[src/hdl/frta_pkg.sv]
`timescale 1ns / 1ps
// ----------------------------------------------------------------------------
// frta_pkg: shared types and constants for the ties-away rounding unit
// Lane format codes, the per-lane stage record and the decode classes.
// ----------------------------------------------------------------------------
package frta_pkg;

  typedef enum logic [0:0] {
    FMT_B32 = 1'b0,
    FMT_B64 = 1'b1
  } fmt_t;

  // How a lane is finished after the add stage.
  typedef enum logic [2:0] {
    CLS_PASS = 3'd0,  // unchanged
    CLS_QNAN = 3'd1,  // quiet the NaN
    CLS_ZERO = 3'd2,  // signed zero
    CLS_ONE  = 3'd3,  // signed one
    CLS_RND  = 3'd4   // add half, clear fraction
  } cls_t;

  // Decoded 64-bit lane slot; in binary32 mode each slot holds two lanes.
  typedef struct packed {
    logic [63:0] word;
    logic [63:0] mask;
    logic [63:0] half;
    cls_t        cls_lo;
    cls_t        cls_hi;
  } slot_t;

endpackage

[src/hdl/frta_decode.sv]
`timescale 1ns / 1ps
// ----------------------------------------------------------------------------
// frta_decode: exponent decode for one 64-bit slot
// Classifies the lanes and builds the half and fraction masks.
// ----------------------------------------------------------------------------
module frta_decode (
  input  frta_pkg::fmt_t fmt,
  input  logic [63:0]    word,
  output frta_pkg::slot_t slot
);
  import frta_pkg::*;

  function automatic cls_t cls32(input logic [31:0] x);
    logic [7:0] e;
    e = x[30:23];
    if (e == 8'hff) cls32 = (x[22:0] != 23'd0) ? CLS_QNAN : CLS_PASS;
    else if (e < 8'd126) cls32 = CLS_ZERO;
    else if (e == 8'd126) cls32 = CLS_ONE;
    else if (e >= 8'd150) cls32 = CLS_PASS;
    else cls32 = CLS_RND;
  endfunction

  function automatic cls_t cls64(input logic [63:0] x);
    logic [10:0] e;
    e = x[62:52];
    if (e == 11'h7ff) cls64 = (x[51:0] != 52'd0) ? CLS_QNAN : CLS_PASS;
    else if (e < 11'd1022) cls64 = CLS_ZERO;
    else if (e == 11'd1022) cls64 = CLS_ONE;
    else if (e >= 11'd1075) cls64 = CLS_PASS;
    else cls64 = CLS_RND;
  endfunction

  logic [4:0]  fb_lo32, fb_hi32;
  logic [5:0]  fb64;
  logic [31:0] m_lo, m_hi;
  logic [63:0] m64;

  always_comb begin
    // Fraction bits = bias + mantissa width - exponent; only used when rounding.
    fb_lo32 = 5'(8'd150 - word[30:23]);
    fb_hi32 = 5'(8'd150 - word[62:55]);
    fb64    = 6'(11'd1075 - word[62:52]);
    m_lo = ~(32'hffff_ffff << fb_lo32);
    m_hi = ~(32'hffff_ffff << fb_hi32);
    m64  = ~(64'hffff_ffff_ffff_ffff << fb64);
    slot.word = word;
    if (fmt == FMT_B64) begin
      slot.mask   = m64;
      slot.half   = (m64 >> 1) + 64'd1;
      slot.cls_lo = cls64(word);
      slot.cls_hi = CLS_PASS;
    end else begin
      slot.mask   = {m_hi, m_lo};
      slot.half   = {(m_hi >> 1) + 32'd1, (m_lo >> 1) + 32'd1};
      slot.cls_lo = cls32(word[31:0]);
      slot.cls_hi = cls32(word[63:32]);
    end
  end

endmodule

[src/hdl/frta_finish.sv]
`timescale 1ns / 1ps
// ----------------------------------------------------------------------------
// frta_finish: result select for one 64-bit slot
// Applies the lane class to the rounded magnitude.
// ----------------------------------------------------------------------------
module frta_finish (
  input  frta_pkg::fmt_t  fmt,
  input  frta_pkg::slot_t slot,
  input  logic [63:0]     sum,
  output logic [63:0]     result
);
  import frta_pkg::*;

  function automatic logic [31:0] fin32(input cls_t c, input logic [31:0] x,
                                        input logic [31:0] s, input logic [31:0] m);
    case (c)
      CLS_QNAN: fin32 = x | 32'h0040_0000;
      CLS_ZERO: fin32 = {x[31], 31'd0};
      CLS_ONE:  fin32 = {x[31], 31'h3f80_0000};
      CLS_RND:  fin32 = {x[31], s[30:0] & ~m[30:0]};
      default:  fin32 = x;
    endcase
  endfunction

  always_comb begin
    if (fmt == FMT_B64) begin
      case (slot.cls_lo)
        CLS_QNAN: result = slot.word | 64'h0008_0000_0000_0000;
        CLS_ZERO: result = {slot.word[63], 63'd0};
        CLS_ONE:  result = {slot.word[63], 63'h3ff0_0000_0000_0000};
        CLS_RND:  result = {slot.word[63], sum[62:0] & ~slot.mask[62:0]};
        default:  result = slot.word;
      endcase
    end else begin
      result = {fin32(slot.cls_hi, slot.word[63:32], sum[63:32], slot.mask[63:32]),
                fin32(slot.cls_lo, slot.word[31:0], sum[31:0], slot.mask[31:0])};
    end
  end

endmodule

[src/hdl/float_round_ties_away.sv]
`timescale 1ns / 1ps
// ----------------------------------------------------------------------------
// float_round_ties_away: round to integral, ties away from zero
// Four binary32 or two binary64 lanes per 128-bit transaction.
// ----------------------------------------------------------------------------
// Pipeline: out_tvalid rises once a transaction has passed the capture, decode
// and add registers; the result select is combinational on the output, so a
// result can be accepted as soon as out_tvalid is high.
// Throughput: one transaction per cycle; the three-stage pipeline advances
// whenever its last stage is empty or being read.
// Reset: rst_n clears the stage valid bits only; payload is not reset.
module float_round_ties_away (
  input  logic          clk,
  input  logic          rst_n,
  input  logic          in_tvalid,
  output logic          in_tready,
  input  logic [127:0]  in_tdata,   // [63:0] word_lo, [127:64] word_hi
  input  logic          in_tuser,   // cmd: 0 = four binary32, 1 = two binary64
  output logic          out_tvalid,
  input  logic          out_tready,
  output logic [127:0]  out_tdata   // [63:0] result_lo, [127:64] result_hi
);
  import frta_pkg::*;

  // Stage valid bits; a stage moves when the one after it can take data.
  logic v1_r, v2_r, v3_r;
  logic adv1, adv2, adv3;

  fmt_t        fmt1_r, fmt2_r;
  logic [63:0] lo1_r, hi1_r;
  slot_t       slo2_r, shi2_r, slo3_r, shi3_r;
  logic [63:0] slo2_nxt_sum, shi2_nxt_sum, sumlo3_r, sumhi3_r;
  fmt_t        fmt3_r;
  slot_t       dlo, dhi;
  logic [63:0] rlo, rhi;

  assign adv3 = !v3_r || out_tready;
  assign adv2 = !v2_r || adv3;
  assign adv1 = !v1_r || adv2;
  assign in_tready  = adv1;
  assign out_tvalid = v3_r;

  // Stage 1: capture input.
  always_ff @(posedge clk) begin
    if (!rst_n) v1_r <= 1'b0;
    else if (adv1) v1_r <= in_tvalid;
    if (adv1 && in_tvalid) begin
      fmt1_r <= fmt_t'(in_tuser);
      lo1_r  <= in_tdata[63:0];
      hi1_r  <= in_tdata[127:64];
    end
  end

  // Stage 2: decode classes and masks.
  frta_decode u_dec_lo (.fmt(fmt1_r), .word(lo1_r), .slot(dlo));
  frta_decode u_dec_hi (.fmt(fmt1_r), .word(hi1_r), .slot(dhi));

  always_ff @(posedge clk) begin
    if (!rst_n) v2_r <= 1'b0;
    else if (adv2) v2_r <= v1_r;
    if (adv2 && v1_r) begin
      fmt2_r <= fmt1_r;
      slo2_r <= dlo;
      shi2_r <= dhi;
    end
  end

  // Stage 3: add half; in binary32 mode the sign bits keep carries between lanes.
  always_comb begin
    slo2_nxt_sum = {1'b0, slo2_r.word[62:0]} + slo2_r.half;
    shi2_nxt_sum = {1'b0, shi2_r.word[62:0]} + shi2_r.half;
    if (fmt2_r == FMT_B32) begin
      slo2_nxt_sum[63:32] = {1'b0, slo2_r.word[62:32]} + slo2_r.half[63:32];
      shi2_nxt_sum[63:32] = {1'b0, shi2_r.word[62:32]} + shi2_r.half[63:32];
      slo2_nxt_sum[31:0]  = {1'b0, slo2_r.word[30:0]} + slo2_r.half[31:0];
      shi2_nxt_sum[31:0]  = {1'b0, shi2_r.word[30:0]} + shi2_r.half[31:0];
    end
  end

  always_ff @(posedge clk) begin
    if (!rst_n) v3_r <= 1'b0;
    else if (adv3) v3_r <= v2_r;
    if (adv3 && v2_r) begin
      fmt3_r   <= fmt2_r;
      slo3_r   <= slo2_r;
      shi3_r   <= shi2_r;
      sumlo3_r <= slo2_nxt_sum;
      sumhi3_r <= shi2_nxt_sum;
    end
  end

  // The result select works straight from the stage 3 registers and drives
  // out_tdata combinationally, so the data holds while stage 3 is stalled.
  frta_finish u_fin_lo (.fmt(fmt3_r), .slot(slo3_r), .sum(sumlo3_r), .result(rlo));
  frta_finish u_fin_hi (.fmt(fmt3_r), .slot(shi3_r), .sum(sumhi3_r), .result(rhi));

  assign out_tdata = {rhi, rlo};

  // A held result must not change while it waits.
  assert property (@(posedge clk) disable iff (!rst_n)
    out_tvalid && !out_tready |=> out_tvalid && $stable(out_tdata))
    else $error("result changed under stall");
  // Input is always taken when the pipeline is empty.
  assert property (@(posedge clk) disable iff (!rst_n)
    !v1_r && !v2_r && !v3_r |-> in_tready)
    else $error("empty pipeline refused input");
  // An accepted transaction is held in the first stage register.
  assert property (@(posedge clk) disable iff (!rst_n)
    in_tvalid && in_tready |=> v1_r)
    else $error("accepted transaction lost");

endmodule

[config.mk]
export PLATFORM = sky130hd
export DESIGN_NAME = float_round_ties_away
export DESIGN_NICKNAME = d
export VERILOG_FILES = /design/src/hdl/frta_pkg.sv /design/src/hdl/frta_decode.sv /design/src/hdl/frta_finish.sv /design/src/hdl/float_round_ties_away.sv
export SDC_FILE = /design/constraint.sdc
export NUM_CORES = 2
export LEC_CHECK = 0
export BUFFER_PORTS_ARGS = -buffer_cell sky130_fd_sc_hd__buf_2
export CORE_AREA = 2 2 420 380
export DETAILED_ROUTE_END_ITERATION = 12
export DIE_AREA = 0 0 422 382
export GPL_TIMING_DRIVEN = 0
export PLACE_DENSITY = 0.51
export REMOVE_ABC_BUFFERS = 1
export SYNTH_ARGS = -nofsm -noshare
export SYNTH_HDL_FRONTEND = slang
export SYNTH_HIERARCHICAL = 1
export SYNTH_SLANG_ARGS = --single-unit
[constraint.sdc]
create_clock -name clk -period 34.5 [get_ports clk]
set_input_delay 3.45 -clock clk [delete_from_list [all_inputs] [get_ports clk]]
set_output_delay 3.45 -clock clk [all_outputs]
set_load 0.01 [all_outputs]
# After elaboration in Yosys (flattened, before gate mapping)
# Cells that the tools add are included.
# word_totals
ff_bits	918
latchBits	0
mem_bits_rw	0
rom_bits	0
in_bits	133
output_inout_bits	130
elab_cells	167
n_memories	0
# classes
addsub	18
multipliers	0
n_div	0
n_lt_le_gt_ge	12
eq_ne	28
shift	6
mux	42
bitwise_logic	18
reduce_logical	15
# ops
op	n
63-bit case mux with 4 select lines	2
31-bit case mux with 4 select lines	4
133-bit 2-to-1 mux	2
63-bit 2-to-1 mux	4
31-bit by 1-bit adder with 32-bit output (second input constant)	4
63-bit by 1-bit adder with 64-bit output (second input constant)	2
32-bit inverter	4
64-bit inverter	2
32-bit by 5-bit << shifter with 32-bit output (first input constant)	4
64-bit by 6-bit << shifter with 64-bit output (first input constant)	2
63-bit adder	2
63-bit bitwise AND	2
63-bit inverter	2
31-bit bitwise AND	4
31-bit inverter	4
52-bit nonzero test	2
23-bit nonzero test	4
3-bit 2-to-1 mux	24
31-bit by 32-bit adder with 32-bit output	2
31-bit adder	2
8-bit by 7-bit == test with 1-bit output (second input constant)	4
8-bit == test (second input constant)	4
8-bit >= comparator (second input constant)	4
8-bit by 7-bit less-than comparator with 1-bit output (second input constant)	4
13 further kinds	45

# Longest topological paths before layout
# logic_depth
depth_word	6
depth_mapped	18
depth_no_buf	13

# Hierarchy
# Netlist, hierarchy kept.
# modules_own_cells
mod	n_inst	cells_each	area_per_inst_um2	seq_area_each_um2
float_round_ties_away	1	2292	39904.5	31620.3
frta_decode at u_dec_hi	1	888	5258.8	0.0
frta_decode at u_dec_lo	1	884	5206.2	0.0
frta_finish	2	327	2098.3	0.0

# Worst setup path before layout
# Ideal clock, no wire load.
# synth_path
path_kind	input port to flip-flop
startpoint	input out_tready
endpoint	register fmt2_r, enable pin
setup_ps	1765
t_arrival_ps	32061
required_time_ps	32735
setup_slack_ps	675
cell_stages	2
path_buffers	0
path_cell_list	nor2b_1 > a21boi_0
# synth_via
elab_chain_len	3
# synth_lines
element	line	source
start, declared	float_round_ties_away.sv:20	input logic out_tready,
1-bit logical OR	float_round_ties_away.sv:37	assign adv3 = !v3_r || out_tready;
1-bit logical OR	float_round_ties_away.sv:38	assign adv2 = !v2_r || adv3;
1-bit logical AND	float_round_ties_away.sv:61	if (adv2 && v1_r) begin
end signal, assigned	float_round_ties_away.sv:62	fmt2_r <= fmt1_r;
end, declared	float_round_ties_away.sv:29	fmt_t fmt1_r, fmt2_r;
# No other way between the ends.
# A chain may end at the register's enable or synchronous reset.

# Worst setup path in the final report
# layout_path
startpoint	input out_tready
endpoint	output in_tready
# layout_via
elab_chain_len	3
# layout_lines
element	line	source
1-bit logical OR	float_round_ties_away.sv:37	
1-bit logical OR	float_round_ties_away.sv:38	
1-bit logical OR	float_round_ties_away.sv:39	assign adv1 = !v1_r || adv2;
end, declared	float_round_ties_away.sv:16	output logic in_tready,
# No other way between the ends.

==> results.yml <==
clocking:
  numCtsBuffers: 105
  cts-htree-levels: 3
  cts_max_path_buffers: 3
  postCtsHoldBufs: 0
  clk_pin_slew_ns: 0.06
  cts-root-buf: "clkbuf_16"
  post_cts_resized: 0
  cts_tree: "done"
  clk_latency_ns: 0.75
  cts_sinks: 918
  cts_setup_buffers: 0
global_route:
  track_usage: 0.206
  grt_pass1_vias: 36100
  antenna_found_initial: 3
  grt_first_pass_wirelength_um: 249000
  grt_max_degree: 42
  grt_overflow: 0
detailed_routing:
  drc_errors: 0
  drt_iter0_drc: 3580
  wl_met1_um: 73800
  vias: 37300
  antenna_left: 0
  topRoutingLayerUsed: "met5"
  drt_pass1_iterations: 6
  wire_per_inst_um: 25.3
  met2WireLength_um: 83700
  vias_per_cell: 5.51
  wl_met3_um: 8520
  drt-total-wl_um: 171000
setup_path:
  cp_top_family: "simple AND/OR/NAND/NOR gates"
  crit_arrival_ns: 4.46
  worst-path-max-fanout: 6
  cp-start-kind: "input port"
  crit_path_top_delay_cell: "nor2b_1"
  end_kind: "output pin"
  crit_top_cell: "buf_2"
  path_cells: "buf_2 > nor2b_1 > nand3_1 > buf_2"
  slowest_delay_ns: 0.57
  cp.required_ns: 31.05
  worst-setup-path-type: "in -> out"
  path_buf_inv: 2
floorplan:
  rows: 138
  fp.dieW_um: 422
  dieHeight_um: 382
  dieArea_sq_um: 161000
  start_util: 0.321
  ios: 263
  core_sq_um: 157000
logic_synthesis:
  synthCells: 4548
  syn_area_per_cell_sq_um: 11.1
  synth_warnings: 6
  syn-cell-area_sq_um: 50300
sta:
  setup_tns_ns: 0
  clock.fmax_mhz: 126
  finalCritPeriodShare: 0.229
  relSlewSlack: 0.0150
  skew_ns: 0.0685
  hold_viol: 0
  finalMaxSlewViolations: 0
  worstMarginPinSlew_ns: 1.48
  fin_crit_ns: 7.91
  setup_viol: 0
  grt_setup_unrepaired: "no"
placement:
  place.gp.congestion: 0.933
  hpwlAfterDp_um: 129000
  port_buffers: 262
  dpl_cell_area_sq_um: 53600
layout:
  stdcell_area_sq_um: 57100
  drive_gt1_frac: 0.133
  nets: 4883
  finish.utilization: 0.364
  area_growth_pct: 13.6
power:
  switching_power_mw: 0.935
  p_int_mw: 2.18
  combPwrFrac: 0.198
  power_density_nw_per_um2: 54.6
  leakage_nw: 19.6
  swShare: 0.300
  clock_power_share: 0.363
  seqPwrFrac: 0.438
  ir_drop_mv: 0.0423
worst_hold_path:
  hold_class: "reg -> reg"
run_status:
  status: "finished, final reports clean"
flow_run:
  max-cap-violations: 0
==> power by group through the flow <==
stage                     combinational (mW)  clock (mW)  sequential [mW]
after floorplan                        0.378           0             1.41
after global placement                 0.585           0             1.46
after detailed placement               0.608           0             1.39
after CTS                              0.611        1.17             1.37
after global routing                   0.665        1.21             1.37
final                                  0.618        1.13             1.37
==> worst paths after layout <==
path / startpoint / endpoint / slack (ns) / cells past startpoint
worst max-delay path: out_tready / in_tready / 26.59 / 4
worst min-delay path: shi2_r[82] / shi3_r[82] / 0.40 / 0
worst max register to register: hi1_r[54] / shi2_r[62] / 27.54 / 12
worst min register to register: shi2_r[82] / shi3_r[82] / 0.40 / 0
==> placed cells by master (no fill, tap or decap), types with 72 or more instances in the layout <==
cell       count
clkbuf_16    105
xnor2_1      120
nand2_1      362
nand3_1      111
ha_1         168
inv_1        121
a21o_1        75
o22ai_1       81
o21a_1        76
a21oi_1      377
nor3_1        78
edfxtp_1     915
o21ai_0      234
buf_2        262
a31oi_1       75
xor2_1        72
nor2_1       301
==> metrics by stage <==
stage | power (mW) | instances | setup WS [ns] | hold slack [ns]
global route | 3.24 | 6761 | 26.52 | 0.402
detailed placement | 2.00 | 6571 | 26.59 | 0.405
global placement | 2.04 | 6495 | -16.08 | 0.400
CTS | 3.14 | 6761 | 26.59 | 0.387
floorplan | 1.79 | 4133 | 0.975 | 0.400
finish | 3.12 | 6762 | 26.59 | 0.397
==> layer usage <==
metal / track usage / vias up
met2: 0.352 / 1194
met3: 0.0294 / 241
li1: - / 17300
met4: 0.0587 / 2
met5: 0 / -
met1: 0.272 / 18500
==> flip-flops by register name (all words and copies together) (netlist names), 63 cells and up <==
| name | count |
|---|---|
| hi1_r | 64 |
| lo1_r | 64 |
| shi2_r | 196 |
| shi3_r | 133 |
| slo2_r | 196 |
| slo3_r | 133 |
| sumhi3_r | 63 |
| sumlo3_r | 63 |
==> final cells by class <==
type,count,area (sq um)
fill,15600,99700
sequential,918,27500
multi-input combinational,3086,20200
timing repair buffer,338,2820
clock buffer,125,2700
tap,2100,2630
clock inverter,65,743
inverter,129,484
antenna,1,2.50
Power figures use the tool's default switching activity.
